File: config.mk
export PLATFORM = sky130hd
export DESIGN_NAME = slt_cordic
export DESIGN_NICKNAME = d
export VERILOG_FILES = /design/src/hw/rtl/slt_pkg.sv /design/src/hw/rtl/slt_cordic.sv
export SDC_FILE = /design/constraint.sdc
export NUM_CORES = 2
export LEC_CHECK = 0
export BUFFER_PORTS_ARGS = -buffer_cell sky130_fd_sc_hd__buf_2
export CAP_MARGIN = 10
export CORE_MARGIN = 10
export CORE_UTILIZATION = 65
export CTS_CLUSTER_DIAMETER = 150
export DETAILED_ROUTE_END_ITERATION = 8
export PLACE_DENSITY = 0.8
export SLEW_MARGIN = 20
export SYNTH_ARGS = -nofsm -noshare
export SYNTH_HDL_FRONTEND = slang
export SYNTH_SLANG_ARGS = --single-unit
File: constraint.sdc
create_clock -name clk -period 5.9 [get_ports clk]
set_clock_uncertainty 0.05 [all_clocks]
set_input_delay 0.59 -clock clk [delete_from_list [all_inputs] [get_ports clk]]
set_output_delay 0.59 -clock clk [all_outputs]
set_load 0.005 [all_outputs]
File: src/hw/rtl/slt_pkg.sv
package slt_pkg;

  localparam int FRAC_BITS = 16;
  localparam int PH_W      = 32;
  localparam int XW        = FRAC_BITS + 3;
  localparam int DAY_W     = 9;
  localparam int SEC_W     = 17;
  localparam int LAT_W     = 15;
  localparam int LAT_MAG_W = 14;
  localparam int LON_W     = 16;
  localparam int CFG_W     = 16;
  localparam int CFG_IDX_W = 2;

  typedef enum logic [CFG_IDX_W-1:0] {
    CFG_LOCATION  = 2'd0,
    CFG_LATITUDE  = 2'd1,
    CFG_LONGITUDE = 2'd2
  } cfg_index_t;

  typedef enum logic [1:0] {
    SUN_NORMAL      = 2'd0,
    SUN_POLAR_NIGHT = 2'd1,
    SUN_POLAR_DAY   = 2'd2,
    SUN_NO_LOCATION = 2'd3
  } sun_case_t;

  localparam logic signed [XW-1:0] CORDIC_X0 = XW'(64'd652032874 >> (30 - FRAC_BITS));
  localparam logic signed [29:0]   DECL_AMP  = 30'sd279650093;
  localparam logic signed [LAT_W-1:0] LAT_MAX = 15'sd9000;

  // turn = q * step + floor((q * rem + half) / div), reciprocal for the last part
  localparam logic [31:0] YEAR_STEP  = 32'd11767033;
  localparam logic [16:0] YEAR_REM   = 17'd251;
  localparam logic [16:0] YEAR_HALF  = 17'd182;
  localparam logic [33:0] YEAR_RECIP = 34'd91930;
  localparam int          YEAR_SHIFT = 25;

  localparam logic [31:0] ANG_STEP   = 32'd119304;
  localparam logic [29:0] ANG_REM    = 30'd23296;
  localparam logic [29:0] ANG_HALF   = 30'd18000;
  localparam logic [59:0] ANG_RECIP  = 60'd977343670;
  localparam int          ANG_SHIFT  = 45;

  localparam logic [31:0] SEC_STEP   = 32'd49710;
  localparam logic [31:0] SEC_REM    = 32'd23296;
  localparam logic [31:0] SEC_HALF   = 32'd43200;
  localparam logic [63:0] SEC_RECIP  = 64'd3257812231;
  localparam int          SEC_SHIFT  = 48;

  localparam logic [PH_W-1:0] HALF_TURN = 32'h8000_0000;

  localparam logic [31:0] TURN_ATAN [30] = '{
    32'h20000000, 32'h12E4051E, 32'h09FB385B, 32'h051111D4, 32'h028B0D43,
    32'h0145D7E1, 32'h00A2F61E, 32'h00517C55, 32'h0028BE53, 32'h00145F2F,
    32'h000A2F98, 32'h000517CC, 32'h00028BE6, 32'h000145F3, 32'h0000A2FA,
    32'h0000517D, 32'h000028BE, 32'h0000145F, 32'h00000A30, 32'h00000518,
    32'h0000028C, 32'h00000146, 32'h000000A3, 32'h00000051, 32'h00000029,
    32'h00000014, 32'h0000000A, 32'h00000005, 32'h00000003, 32'h00000001
  };

endpackage

File: src/hw/rtl/slt_cordic.sv
module slt_cordic import slt_pkg::*; (
  input  logic                 clk,
  input  logic                 en,
  input  logic [PH_W-1:0]      phase,
  output logic signed [XW-1:0] cos_val,
  output logic signed [XW-1:0] sin_val
);

  localparam int RW = PH_W + 2;
  localparam logic signed [RW-1:0] QTR = RW'(2 ** (PH_W - 2));
  localparam logic signed [RW-1:0] HALF = QTR <<< 1;

  logic signed [RW-1:0] rin;
  logic signed [RW-1:0] r0;
  logic                 flip0;

  logic signed [XW-1:0] xs [FRAC_BITS];
  logic signed [XW-1:0] ys [FRAC_BITS];
  logic signed [RW-1:0] rs [FRAC_BITS];
  logic                 fl [FRAC_BITS];

  assign rin = RW'(signed'(phase));

  // fold into the right half plane, both outputs negate
  always_comb begin
    r0    = rin;
    flip0 = 1'b0;
    if (rin > QTR) begin
      r0    = rin - HALF;
      flip0 = 1'b1;
    end else if (rin < -QTR) begin
      r0    = rin + HALF;
      flip0 = 1'b1;
    end
  end

  for (genvar i = 0; i < FRAC_BITS; i++) begin : g_iter
    logic signed [XW-1:0] xi;
    logic signed [XW-1:0] yi;
    logic signed [RW-1:0] ri;
    logic                 fi;
    logic signed [RW-1:0] ai;

    if (i == 0) begin : g_first
      assign xi = CORDIC_X0;
      assign yi = '0;
      assign ri = r0;
      assign fi = flip0;
    end else begin : g_next
      assign xi = xs[i-1];
      assign yi = ys[i-1];
      assign ri = rs[i-1];
      assign fi = fl[i-1];
    end

    assign ai = signed'({2'b00, TURN_ATAN[i]});

    always_ff @(posedge clk) begin
      if (en) begin
        if (ri >= 0) begin
          xs[i] <= xi - (yi >>> i);
          ys[i] <= yi + (xi >>> i);
          rs[i] <= ri - ai;
        end else begin
          xs[i] <= xi + (yi >>> i);
          ys[i] <= yi - (xi >>> i);
          rs[i] <= ri + ai;
        end
        fl[i] <= fi;
      end
    end
  end

  assign cos_val = fl[FRAC_BITS-1] ? -xs[FRAC_BITS-1] : xs[FRAC_BITS-1];
  assign sin_val = fl[FRAC_BITS-1] ? -ys[FRAC_BITS-1] : ys[FRAC_BITS-1];

endmodule

After elaboration in Yosys (flattened, before gate mapping) --
Memory sizes are Yosys's and may differ from the RTL's. Index checks and enable logic that the tools add are counted.
Storage, ports and cells: memory bits (writable) 1168, bits in registers 0, word-level logic and storage cells 318, memories 4
Memory list:
- rs | words 16, width 34, rd ports 15, clocked after memory_dff 0, wr ports 16, line slt_cordic.sv:19 | logic signed [RW-1:0] rs [FRAC_BITS];
- xs | words 16, width 19, rd ports 16, clocked after memory_dff 0, wr ports 16, line slt_cordic.sv:17 | logic signed [XW-1:0] xs [FRAC_BITS];
- ys | words 16, width 19, rd ports 16, clocked after memory_dff 0, wr ports 16, line slt_cordic.sv:18 | logic signed [XW-1:0] ys [FRAC_BITS];
- fl | words 16, width 1, rd ports 16, clocked after memory_dff 0, wr ports 16, line slt_cordic.sv:20 | logic fl [FRAC_BITS];
Cells by class: add/subtract/negate cells 96, mux-type cells 152, bitwise logic cells 48, magnitude comparators 18
Operator list (number):
- $mux W19 | 34
- $mux W34 | 18
- $ge A34 B1 Y1 const B | 16
- $mux W1 | 100
- $or A1 B1 Y1 | 48
- $add A19 B10 Y19 | 2
- $add A19 B11 Y19 | 2
- $add A19 B12 Y19 | 2
- $add A19 B13 Y19 | 2
- $add A19 B14 Y19 | 2
- $add A19 B15 Y19 | 2
- $add A19 B16 Y19 | 2
- $add A19 B17 Y19 | 2
- $add A19 B18 Y19 | 2
- $add A19 B4 Y19 | 2
- $add A19 B5 Y19 | 2
- $add A19 B6 Y19 | 2
- $add A19 B7 Y19 | 2
- $add A19 B8 Y19 | 2
- $add A19 B9 Y19 | 2
- $neg A19 Y19 | 2
- $sub A19 B10 Y19 | 2
- $sub A19 B11 Y19 | 2
- $sub A19 B12 Y19 | 2
- 48 further kinds | 60

Longest topological paths before layout --
word-level depth 8, gate-level depth with buffers 24

Worst setup path after synthesis --
Ideal clock, no wire load.
path kind input port to flip-flop, from input en, to memory ys[0][112] (netlist name) (data pin), required time 5.692 ns, cell stages on the path 21, path slack 0.431 ns, arrival 5.262 ns, path through buf_6 -> and2_1 -> inv_1 -> buf_2 -> buf_1 -> clkbuf_1 -> buf_1 -> mux2i_1 -> ha_1 -> nor2b_1 -> o21ai_0 -> a21boi_0 -> o21ai_0 -> a21boi_0 -> o21ai_0 -> a21boi_0 -> o211ai_1 -> nand3_1 -> o41ai_2 -> or4b_2 -> o211ai_1
RTL lines:
- start, declared | line slt_cordic.sv:3 | input logic en,
- end, declared | line slt_cordic.sv:18

==> flow_metrics.tcl <==
set metrics [dict create \
    status "finished clean" \
    rows 130 \
    fin_setup_tns_ns 0 \
    period_needed_ns 4.893 \
    drc 0 \
    clk_latency_ns 0.73 \
    grt-busiest-layer "met2" \
    crit_path_end_kind "flop" \
    cts_resized 0 \
    multi_input_area_mm2 0.04828 \
    drive_gt1_share_pct 5.390 \
    place_inst 9993 \
    final-seq-area_mm2 0.03159 \
    layout.nets 9470 \
    cp.required_ns 6.39 \
    grt_antenna_before_repair 1 \
    hold_violations 0 \
    yosysUniqueCellTypes 101 \
    syn_inst 8444 \
    relSlewSlack_pct 31.41 \
    area_growth_pct 7.500 \
    gp_congestion 0.9534 \
    wl_um 178400 \
    cts-hold-fix-buffers 29 \
    finalNonFillerCells 10240 \
    ys_async_sr_fraction_pct 0 \
    via_count 63050 \
    gr-total-overflow 0 \
    syn_area_mm2 0.08260 \
    io_pins 72 \
    cp_max_fo 16 \
    die_w_um 376.5 \
    critPathArrivalTime_ns 5.38 \
    first_pass_iters 6 \
    setup_viol 0 \
    synth_top_area_cell "edfxtp_1" \
    clock_sinks 1052 \
    ant_nets 0 \
    min_path_type "in2reg" \
    synth.most_common_cell "edfxtp_1" \
    synth.avg_cell_area_um2 9.782 \
    grt_use_met1_pct 27.81 \
    slew_viol_final 0 \
    die_area_mm2 0.1417 \
    h-tree-depth 3 \
    path_cells "and2_2 -> inv_2 -> mux2i_1 -> ha_1 -> nor2b_1 -> o21ai_0 -> a21boi_0 -> o21ai_0 -> a21boi_0 -> o21ai_0 -> a21boi_0 -> o211ai_1 -> nand3_1 -> o41ai_2 -> or4b_2 -> o211ai_1" \
    ys_seq_elements 1052 \
    synth_edf_count 1052 \
    drv_cap 0 \
    initial_core_util_pct 65.61 \
    max_freq_mhz 204.4 \
    yosysWarnings 0 \
    grt_pass1_wl_um 297100 \
    synth_fp_nets 9422 \
    dieHeight_um 376.5 \
    grt_max_degree 91 \
    via_per_inst 6.157 \
    cts_tree "built" \
    cp_slowest_cell "or4b_2" \
    synthFlopType "edfxtp_1" \
    drt_iter0_drc 4051 \
    path_class "reg2reg" \
    yosysTopAreaCellShare_pct 38.25 \
    utilization_pct 70.53 \
    synthTopCellsByCount "edfxtp_1 (1052), ha_1 (904), xnor2_1 (828)" \
    synth_area_leaders "edfxtp_1 (38%), ha_1 (14%), xnor2_1 (8.8%), a21oi_1 (4.8%), xor2_1 (3.4%)" \
    rsz0062_at_grt "no" \
    grt_pass1_vias 62220 \
    cts_buffers 116 \
    place_hpwl_um 135400 \
    cp-start-kind "flop" \
    cts_root_buffer "clkbuf_16" \
    cts_buffer_depth 3 \
    cts_setup_buffers 0 \
    path_clk_slew_ns 0.06 \
    yosysSeqAreaShare_pct 38.25 \
    grt_util_met2_pct 46.21 \
    tightest_slew_ns 1.029 \
    fill_cells 9238 \
    wire_per_inst_um 17.42 \
    core_mm2 0.1259 \
    crit_path_max_incr_delay_ns 0.63 \
    portBuffers 71 \
    globalRouteTotalUtil_pct 24.64 \
    fin_crit_sh_pct 82.93 \
    met3_usage_pct 2.900 \
]
cell type report:
type                    count  share of cell area, %
diodes                      1               0.002818
clock buffers             137                  3.406
flip-flops and latches   1052                  35.58
repair buffers            168                  1.332
well taps                1650                  2.325
inverters                 473                  2.001
clock inverters            79                 0.9808
multi-input cells        6681                  54.37
logic make-up (layout without fill, tap and decap cells):
kind of cell	Yosys count	after routing	share of synthesized area, %
compound gates	2416	2416	18.72
simple gates	2091	2091	11.85
xor+xnor	1153	1153	12.24
flops	1052	1052	38.25
fa+ha+maj	959	959	14.85
buf+inv	711	857	3.308
mux	61	61	0.7741
other cells	1	2	0.004540
path summary, 6_finish.rpt:
path	start	to	slack, ns	cells after the start
hold reg to reg	fl[1][5]	fl[1][6]	0.36	0
setup / recovery	rs[0][169]	ys[0][112]	1.01	16
hold / removal	phase[29]	rs[0][29]	0.13	2
setup reg to reg	rs[0][169]	ys[0][112]	1.01	16
state kept, by name (all words and copies together) (netlist names):
register	count
ys	285
xs	275
rs	476
fl	16
layout by cell type (no fill, tap or decap), types with 43 or more instances in the layout:
master,n
edfxtp_1,1052
ha_1,904
xnor2_1,828
a21oi_1,788
nor2_1,661
nand2_1,519
inv_1,464
o21ai_0,446
xor2_1,324
a21o_1,303
nor3_1,214
nand3_1,180
o21bai_1,169
clkbuf_16,118
nand2b_1,91
nor2b_1,89
o31ai_1,76
a31oi_1,70
buf_2,70
o21a_1,69
buf_4,66
and3_1,65
a21boi_0,62
a31o_2,52
or3_1,50
a211oi_1,43
layer usage:
layer,vias up,wire [um]
met5,-,11
met4,2,7415
met3,455,7126
met2,1665,92900
met1,29780,70990
li1,31150,-
through the flow:
stage | worst slack, ns | hold slack (ns) | cell area (um2)
floorplan | 0.4306 | 0.3503 | 82600
global placement | 0.8201 | 0.3506 | 84570
detailed placement | 0.6902 | 0.3545 | 84570
CTS | 1.069 | 0.07874 | 88760
global route | 0.5698 | 0.1286 | 88790
finish | 1.007 | 0.1304 | 88790
critical path, delay by kind of cell, from the launching register on:
kind	cells	cell delay [ns]
AND/OR/NAND/NOR	4	1.20
adder cells (fa/ha/maj)	1	0.29
AO/OA/AOI/OAI	9	1.99
multiplexers	1	0.37
flip-flops	1	0.55
buffers and inverters	1	0.26
Power is left out: the tool's default activity adds up to more than one toggle a clock period on the data nets, which glitch-free logic cannot reach.
